### config.mk
export PLATFORM = sky130hd
export DESIGN_NAME = stack_with_delete_by_value
export DESIGN_NICKNAME = d
export VERILOG_FILES = /design/src/sv/swd_pkg.sv /design/src/sv/swd_ram.sv /design/src/sv/swd_ctrl.sv /design/src/sv/stack_with_delete_by_value.sv
export SDC_FILE = /design/constraint.sdc
export NUM_CORES = 1
export LEC_CHECK = 0
export ABC_AREA = 1
export BUFFER_PORTS_ARGS = -buffer_cell sky130_fd_sc_hd__buf_2
export CORE_ASPECT_RATIO = 1.4
export CORE_MARGIN = 4
export CORE_UTILIZATION = 56
export CTS_CLUSTER_SIZE = 25
export DETAILED_ROUTE_END_ITERATION = 6
export PLACE_DENSITY = 0.82
export SYNTH_ARGS = -nofsm -noshare
export SYNTH_HDL_FRONTEND = slang
export SYNTH_SLANG_ARGS = --single-unit
### constraint.sdc
create_clock -name clk -period 5.6 [get_ports clk]
set_input_delay 0 -clock clk [delete_from_list [all_inputs] [get_ports clk]]
set_output_delay 0 -clock clk [all_outputs]
set_load 0.02 [all_outputs]
### src/sv/swd_pkg.sv
// Shared types and constants for the stack with delete-by-value.
// Used by swd_ram users, swd_ctrl, the top level and the checker; no dependencies.
package swd_pkg;

  localparam int STACK_DEPTH = 16;
  localparam int ADDR_W      = $clog2(STACK_DEPTH);
  localparam int CNT_W       = $clog2(STACK_DEPTH + 1);
  localparam int DATA_W      = 32;

  typedef enum logic [1:0] {
    OP_PUSH   = 2'd0,
    OP_POP    = 2'd1,
    OP_DELETE = 2'd2
  } swd_op_t;

  typedef enum logic [1:0] {
    ST_DONE    = 2'd0,
    ST_FULL    = 2'd1,
    ST_EMPTY   = 2'd2,
    ST_MISSING = 2'd3
  } swd_status_t;

  typedef enum logic [2:0] {
    S_IDLE,
    S_SCAN,
    S_SHIFT,
    S_TOP_RD,
    S_TOP_LD,
    S_DONE
  } swd_state_t;

  typedef struct packed {
    logic [1:0]         func;
    logic signed [31:0] value;
  } swd_in_t;

  typedef struct packed {
    logic [1:0]         status;
    logic signed [31:0] taken_value;
    logic               top_valid;
    logic signed [31:0] top_value;
    logic [4:0]         entries_used;
  } swd_out_t;

  // Datapath conditions seen by the sequencer
  typedef struct packed {
    logic       in_fire;
    logic [1:0] func;
    logic       cnt_zero;
    logic       cnt_one;
    logic       pend;
    logic       match;
    logic       cmp_zero;
    logic       shift_more;
    logic       out_free;
  } swd_flags_t;

  // Sequencer commands to the datapath
  typedef struct packed {
    logic in_ready;
    logic accept;
    logic scan_issue;
    logic scan_hit;
    logic scan_miss;
    logic shift_wr;
    logic shift_issue;
    logic shift_end;
    logic top_rd;
    logic top_ld;
    logic out_load;
  } swd_ctrl_t;

endpackage

### src/sv/swd_ram.sv
// Generic single-write, single-read RAM with registered read data.
// No dependencies; contents are undefined until written.
module swd_ram #(
  parameter int WIDTH = 32,
  parameter int DEPTH = 16
) (
  input  logic                     clk,
  input  logic                     we,
  input  logic [$clog2(DEPTH)-1:0] waddr,
  input  logic [WIDTH-1:0]         wdata,
  input  logic [$clog2(DEPTH)-1:0] raddr,
  output logic [WIDTH-1:0]         rdata
);

  logic [WIDTH-1:0] mem_r [DEPTH];
  logic [WIDTH-1:0] rdata_r;

  // Write one word, read one word a cycle
  always_ff @(posedge clk) begin
    if (we) begin
      mem_r[waddr] <= wdata;
    end
    rdata_r <= mem_r[raddr];
  end

  assign rdata = rdata_r;

endmodule

### src/sv/swd_ctrl.sv
// Sequencer for the stack: steps the scan, shift and top-reload phases.
// Depends on swd_pkg for the state enum and the flag and command structs.
module swd_ctrl (
  input  logic                clk,
  input  logic                rst_n,
  input  swd_pkg::swd_flags_t flags,
  output swd_pkg::swd_ctrl_t  ctrl
);

  swd_pkg::swd_state_t state_r, state_nxt;

  // Hold the state
  always_ff @(posedge clk) begin
    if (!rst_n) begin
      state_r <= swd_pkg::S_IDLE;
    end else begin
      state_r <= state_nxt;
    end
  end

  // Next state
  always_comb begin
    state_nxt = state_r;
    case (state_r)
      swd_pkg::S_IDLE: begin
        if (flags.in_fire) begin
          case (flags.func)
            swd_pkg::OP_POP: begin
              state_nxt = (flags.cnt_zero || flags.cnt_one) ? swd_pkg::S_DONE
                                                            : swd_pkg::S_TOP_RD;
            end
            swd_pkg::OP_DELETE: begin
              state_nxt = flags.cnt_zero ? swd_pkg::S_DONE : swd_pkg::S_SCAN;
            end
            default: begin
              state_nxt = swd_pkg::S_DONE;
            end
          endcase
        end
      end
      swd_pkg::S_SCAN: begin
        if (flags.pend && flags.match) begin
          state_nxt = swd_pkg::S_SHIFT;
        end else if (flags.pend && flags.cmp_zero) begin
          state_nxt = swd_pkg::S_DONE;
        end
      end
      swd_pkg::S_SHIFT: begin
        if (!flags.shift_more) begin
          state_nxt = flags.cnt_one ? swd_pkg::S_DONE : swd_pkg::S_TOP_RD;
        end
      end
      swd_pkg::S_TOP_RD: begin
        state_nxt = swd_pkg::S_TOP_LD;
      end
      swd_pkg::S_TOP_LD: begin
        state_nxt = swd_pkg::S_DONE;
      end
      swd_pkg::S_DONE: begin
        if (flags.out_free) begin
          state_nxt = swd_pkg::S_IDLE;
        end
      end
      default: begin
        state_nxt = swd_pkg::S_IDLE;
      end
    endcase
  end

  // Commands for the datapath
  always_comb begin
    ctrl = '0;
    case (state_r)
      swd_pkg::S_IDLE: begin
        ctrl.in_ready = 1'b1;
        ctrl.accept   = flags.in_fire;
      end
      swd_pkg::S_SCAN: begin
        ctrl.scan_hit   = flags.pend && flags.match;
        ctrl.scan_miss  = flags.pend && !flags.match && flags.cmp_zero;
        ctrl.scan_issue = !(flags.pend && (flags.match || flags.cmp_zero));
      end
      swd_pkg::S_SHIFT: begin
        ctrl.shift_wr    = flags.pend;
        ctrl.shift_issue = flags.shift_more;
        ctrl.shift_end   = !flags.shift_more;
      end
      swd_pkg::S_TOP_RD: begin
        ctrl.top_rd = 1'b1;
      end
      swd_pkg::S_TOP_LD: begin
        ctrl.top_ld = 1'b1;
      end
      swd_pkg::S_DONE: begin
        ctrl.out_load = flags.out_free;
      end
      default: begin
        ctrl = '0;
      end
    endcase
  end

endmodule

### src/sv/stack_with_delete_by_value.sv
// Bounded stack with push, pop and delete-by-value; one request in flight at a time.
// Push, unused, and pop or delete on an empty stack go from idle straight to the result stage;
// a pop that leaves entries first reloads the top. Delete scans down from the top, and on a hit
// closes the gap and reloads the top if entries remain; the next request is taken as the result appears.
// A result held by out_ready keeps in_ready low. Synchronous active-low reset empties the
// stack; entry storage itself is not cleared. Depends on swd_pkg, swd_ram and swd_ctrl.
module stack_with_delete_by_value (
  input  logic              clk,
  input  logic              rst_n,
  input  logic              in_valid,
  output logic              in_ready,
  input  swd_pkg::swd_in_t  in_req,
  output logic              out_valid,
  input  logic              out_ready,
  output swd_pkg::swd_out_t out_rsp
);

  localparam int AW = swd_pkg::ADDR_W;
  localparam int CW = swd_pkg::CNT_W;

  swd_pkg::swd_flags_t flags;
  swd_pkg::swd_ctrl_t  ctrl;

  logic [CW-1:0] count_r, count_nxt;
  logic [31:0]   top_r, top_nxt;
  logic [1:0]    status_r, status_nxt;
  logic [31:0]   taken_r, taken_nxt;
  logic [31:0]   key_r, key_nxt;
  logic [AW-1:0] ptr_r, ptr_nxt;
  logic [AW-1:0] cmp_r, cmp_nxt;
  logic [CW-1:0] k_r, k_nxt;
  logic          pend_r, pend_nxt;
  logic          out_valid_r;
  swd_pkg::swd_out_t out_rsp_r, rsp_nxt;

  logic          we;
  logic [AW-1:0] waddr;
  logic [31:0]   wdata;
  logic [AW-1:0] raddr;
  logic [31:0]   rdata;
  logic [CW-1:0] cnt_dec;
  logic [CW-1:0] k_dec;
  logic          cnt_full;

  swd_ram #(
    .WIDTH(swd_pkg::DATA_W),
    .DEPTH(swd_pkg::STACK_DEPTH)
  ) u_store (
    .clk  (clk),
    .we   (we),
    .waddr(waddr),
    .wdata(wdata),
    .raddr(raddr),
    .rdata(rdata)
  );

  swd_ctrl u_ctrl (
    .clk  (clk),
    .rst_n(rst_n),
    .flags(flags),
    .ctrl (ctrl)
  );

  assign cnt_dec  = count_r - CW'(1);
  assign k_dec    = k_r - CW'(1);
  assign cnt_full = (count_r >= CW'(swd_pkg::STACK_DEPTH));

  // Gather conditions for the sequencer; ready is high only in idle, so valid alone fires there
  always_comb begin
    flags.in_fire    = in_valid;
    flags.func       = in_req.func;
    flags.cnt_zero   = (count_r == '0);
    flags.cnt_one    = (count_r == CW'(1));
    flags.pend       = pend_r;
    flags.match      = (rdata == key_r);
    flags.cmp_zero   = (cmp_r == '0);
    flags.shift_more = (k_r < count_r);
    flags.out_free   = !out_valid_r || out_ready;
  end

  // Datapath: request decode, top-down search, gap close, top reload
  always_comb begin
    count_nxt  = count_r;
    top_nxt    = top_r;
    status_nxt = status_r;
    taken_nxt  = taken_r;
    key_nxt    = key_r;
    ptr_nxt    = ptr_r;
    cmp_nxt    = cmp_r;
    k_nxt      = k_r;
    pend_nxt   = pend_r;
    we         = 1'b0;
    waddr      = cmp_r;
    wdata      = rdata;
    raddr      = ptr_r;

    if (ctrl.accept) begin
      status_nxt = swd_pkg::ST_DONE;
      taken_nxt  = '0;
      case (in_req.func)
        swd_pkg::OP_PUSH: begin
          if (cnt_full) begin
            status_nxt = swd_pkg::ST_FULL;
          end else begin
            we        = 1'b1;
            waddr     = count_r[AW-1:0];
            wdata     = in_req.value;
            count_nxt = count_r + CW'(1);
            top_nxt   = in_req.value;
          end
        end
        swd_pkg::OP_POP: begin
          if (flags.cnt_zero) begin
            status_nxt = swd_pkg::ST_EMPTY;
          end else begin
            count_nxt = cnt_dec;
            taken_nxt = top_r;
          end
        end
        swd_pkg::OP_DELETE: begin
          if (flags.cnt_zero) begin
            status_nxt = swd_pkg::ST_EMPTY;
          end else begin
            key_nxt  = in_req.value;
            ptr_nxt  = cnt_dec[AW-1:0];
            pend_nxt = 1'b0;
          end
        end
        default: begin
          status_nxt = swd_pkg::ST_DONE;
        end
      endcase
    end

    // Search: read one entry a cycle, compare the one read last cycle
    if (ctrl.scan_issue) begin
      raddr    = ptr_r;
      cmp_nxt  = ptr_r;
      pend_nxt = 1'b1;
      ptr_nxt  = ptr_r - AW'(1);
    end
    if (ctrl.scan_hit) begin
      taken_nxt = key_r;
      k_nxt     = CW'(cmp_r) + CW'(1);
      pend_nxt  = 1'b0;
    end
    if (ctrl.scan_miss) begin
      status_nxt = swd_pkg::ST_MISSING;
    end

    // Close the gap: write back the entry read last cycle one place lower
    if (ctrl.shift_wr) begin
      we    = 1'b1;
      waddr = cmp_r;
      wdata = rdata;
    end
    if (ctrl.shift_issue) begin
      raddr    = k_r[AW-1:0];
      cmp_nxt  = k_dec[AW-1:0];
      pend_nxt = 1'b1;
      k_nxt    = k_r + CW'(1);
    end
    if (ctrl.shift_end) begin
      pend_nxt  = 1'b0;
      count_nxt = cnt_dec;
    end

    // Reload the top entry
    if (ctrl.top_rd) begin
      raddr = cnt_dec[AW-1:0];
    end
    if (ctrl.top_ld) begin
      top_nxt = rdata;
    end
  end

  // Hold datapath state
  always_ff @(posedge clk) begin
    if (!rst_n) begin
      count_r <= '0;
      pend_r  <= 1'b0;
    end else begin
      count_r <= count_nxt;
      pend_r  <= pend_nxt;
    end
    top_r    <= top_nxt;
    status_r <= status_nxt;
    taken_r  <= taken_nxt;
    key_r    <= key_nxt;
    ptr_r    <= ptr_nxt;
    cmp_r    <= cmp_nxt;
    k_r      <= k_nxt;
  end

  // Build the result
  always_comb begin
    rsp_nxt.status       = status_r;
    rsp_nxt.taken_value  = taken_r;
    rsp_nxt.top_valid    = !flags.cnt_zero;
    rsp_nxt.top_value    = flags.cnt_zero ? '0 : top_r;
    rsp_nxt.entries_used = 5'(count_r);
  end

  // Output register: load when free, drop once taken
  always_ff @(posedge clk) begin
    if (!rst_n) begin
      out_valid_r <= 1'b0;
    end else if (ctrl.out_load) begin
      out_valid_r <= 1'b1;
    end else if (out_ready) begin
      out_valid_r <= 1'b0;
    end
    if (ctrl.out_load) begin
      out_rsp_r <= rsp_nxt;
    end
  end

  assign in_ready  = ctrl.in_ready;
  assign out_valid = out_valid_r;
  assign out_rsp   = out_rsp_r;

endmodule

==> summary.md <==
| Metric | Value |
|---|---|
| Status | finished, final reports clean |
| Final Cycle Share | 0.745 |
| CTS buffer count | 60 |
| Top post-synthesis cells by area | edfxtp_1, nand3_1, inv_1 |
| Post-Synthesis Cells | 3,060 |
| P_int | 11.5 mW |
| Core Area | 0.0564 mm2 |
| Comb power frac | 0.342 |
| Vias in the first global route | 22,275 |
| Share of layout cells above drive strength 1 | 0.0882 |
| Final worst slack | 1.43 ns |
| Clock tree sinks | 737 |
| Post-synth top flop | edfxtp_1 |
| Post-synth top area share | 0.651 |
| Port-buffer cells | 111 |
| Arr. time, crit path | 4.69 ns |
| Peak VDD IR | 0.353 mV |
| Post-Syn Area per Cell | around 10 um2 |
| Fin. Hold Viols | 0 |
| Sequential power share | 0.420 |
| DRT iter0 DRCs | approximately 3,000 |
| Cell family with most CP delay | simple AND/OR/NAND/NOR gates |
| Clock Skews | 0.0281 ns |
| ANT nets after route | 0 |
| CTS tree | done |
| Diodes inserted | 0 |
| Yosys top cell by area | edfxtp_1 |
| WL per Instance | 20.7 um |
| Worst-margin pin slew | 1.45 ns |
| Largest net degree at the start of global routing | 154 |
| Share of flip-flops with an asynchronous set or reset | 0 |
| Worst Path Buf+Inv | 2 |
| Net count after synthesis | 3,112 |
| Clock tree buffer depth | 3 |
| H-tree depth | 2 |
| Worst path slowest cell | nand2_8 |
| Clock slew at reported path FFs | 0.07 ns |
| Synth warn | 0 |
| Slew Limit Fails | 0 |
| Post-synth EDFFs | between 600 and 700 |
| Fin nets | ~3,200 |
| FP Rows | 103 |
| Final setup fails | 0 |
| Most frequent cell after synthesis | edfxtp_1 |
| Post-route DRC | 0 |
| Fin Setup TNS | 0 ns |
| First-pass GRT wire length | 124 mm |
| Post-CTS Repair Setup Buffers | 0 |
| CP Max Fanout | 153 |
| HP Class | in -> reg |
| Mapped Area | between 0.03 and 0.04 mm2 |
| Crit-path max cell delay | approximately 0.94 ns |
| #FFs+latches synth | between 700 and 800 |
| Top-Level Pins | 112 |
| Cell mode on critical path | nand2_1 |
| Clk pwr share | 0.238 |
| Cts repair resizes | 0 |
| Crit. End Element | register |
| Routed Wire Length | between 80 and 90 mm |
| Switching power | 6.92 mW |
| Clock Root Buffer | clkbuf_16 |
| Max Freq | 0.240 GHz |
| DRT Pass-1 Iters | 6 |
| Setup crit start kind | register |
| Via count | 22,743 |
| RSZ-0062 raised after global routing | false |
| Initial antenna violation count | 1 |
| Die height | 291 um |
| Layout area overhead | 11.5% |
| Worst setup path class | reg -> reg |
| Maxcap violations | 0 |
| Pre-CTS WS | 1.50 ns |
| Chip Width | approximately 210 um |
| Post-DR vias/cell | 5.77 |
| Cells along the critical path | inv_1, ha_1, nand2_1, nand2_1, a21oi_2, nand3_2, nand2_1, nand3_4, nand2_8, buf_12, nand2_1, nand3_1, nand3_1, nand3_1, nand2_1 |
| Sequential share of the synthesized area | 0.678 |
| Synth cell count leaders | edfxtp_1, nand3_1, inv_1 |
| Final HPWL DP | around 47 mm |
| Total track usage | 0.260 |
| PwrDens | 516 mW/mm2 |
| Worst skew pair latency | 0.63 ns |
| Rel. slew slack | 0.0316 |
| Post-synth cell types | 37 |
| GPL Wtd Cong | 0.929 |
| Total congestion overflow | 0 |
| Leak | 15.3 nW |
| Initial Util | 0.567 |
| Critical Path RT | 6.12 ns |
| Reg2reg setup slack | between 1 and 1.5 ns |
| Final min period | 4.17 ns |
| Die area | 0.0611 mm2 |
| Sw Ratio | 0.376 |
path summary, 6_finish.rpt:
path              cells after the start                    start                       end
setup / recovery                     15  count_r[2]$_SDFFE_PN0P_  u_store.rdata[9]$_DFF_P_
hold / removal                        2               in_req[23]       key_r[23]$_DFFE_PP_
setup reg to reg                     15  count_r[2]$_SDFFE_PN0P_  u_store.rdata[9]$_DFF_P_
hold reg to reg                       0    taken_r[11]$_DFFE_PP_     out_rsp[49]$_DFFE_PP_
cell usage in the layout, fill, tap and decap left out, types with 6 or more instances in the layout:
master         count
nor2_1            63
ha_1              14
a21oi_1           38
nand4_1           15
clkinv_2          13
edfxtp_1         693
xnor2_1           17
o21ai_0           79
inv_2              6
xor2_1             8
clkinv_1          10
dfxtp_1           44
clkbuf_1          13
inv_1            649
bufinv_16          8
nand2_1          569
buf_4             35
buf_2            111
clkbuf_16         62
nor2_4            18
dlygate4sd3_1     37
nand3_1          657
routing by layer:
metal | vias up | share of wire | GRT usage
met1 | 10707 | 0.34 | 0.322
met4 | 2 | 0.048 | 0.122
li1 | 10202 | - | -
met2 | 1547 | 0.51 | 0.451
met3 | 285 | 0.10 | 0.0355
met5 | - | 0.00022 | 0
power groups by stage:
stage | registers (mW) | logic [mW] | clock network (mW)
after global placement | 7.78 | 5.80 | 0
after floorplan | 7.78 | 4.09 | 0
after CTS | 7.70 | 6.13 | 4.39
final | 7.72 | 6.29 | 4.38
after global routing | 7.74 | 6.81 | 4.62
after detailed placement | 7.81 | 6.02 | 0
stage by stage:
| stage | utilization | hold slack, ns | area (um2) | instances | power (mW) |
|---|---|---|---|---|---|
| after floorplan | - | 0.0989 | 32000 | 3060 | 11.9 |
| after global placement | 0.589 | 0.205 | 33300 | 3794 | 13.6 |
| after detailed placement | 0.589 | 0.208 | 33300 | 3794 | 13.8 |
| after CTS | 0.632 | 0.120 | 35700 | 3943 | 18.2 |
| after global routing | 0.632 | 0.134 | 35700 | 3943 | 19.2 |
| final | 0.632 | 0.132 | 35700 | 3943 | 18.4 |
kinds of logic after synthesis:
logic type	count (synthesis)	synth area share
multiplexers	1	0.000313
flip-flops	737	0.678
adder cells (fa/ha/maj)	14	0.00548
buffers and inverters	808	0.101
AND/OR/NAND/NOR	1337	0.185
AO/OA/AOI/OAI	138	0.0230
XOR/XNOR	25	0.00685
flip-flops by register name, indices dropped and copies added (netlist names):
signal          flops
u_store.rdata      32
pend_r              1
taken_r            32
cmp_r               4
u_store.mem_r     512
u_ctrl.state_r      3
status_r            2
out_valid           1
k_r                 5
out_rsp            72
count_r             5
ptr_r               4
key_r              32
top_r              32
final cells by class:
type / instances / area [um2]
Sequential cell: 737 / 21700
Fill cell: 3874 / 20800
Multi-Input combinational cell: 1515 / 7290
Inverter: 657 / 2470
Clock buffer: 80 / 1670
Timing Repair Buffer: 187 / 1270
Tap cell: 735 / 920
Clock inverter: 32 / 367
worst register-to-register path, cell delays in order (launching register included):
cell and delay, ns:
dfxtp_1 0.46, inv_1 0.14, ha_1 0.32, nand2_1 0.07, nand2_1 0.06, a21oi_2 0.25
nand3_2 0.28, nand2_1 0.20, nand3_4 0.47, nand2_8 0.95, buf_12 0.35, nand2_1 0.11
nand3_1 0.09, nand3_1 0.11, nand3_1 0.14, nand2_1 0.08
what timing repair did:
item,CTS,global route
hold endpoints to repair,86,0
hold buffers,37,0
endpoints found under the setup margin,0,0
Power figures use the tool's default switching activity.
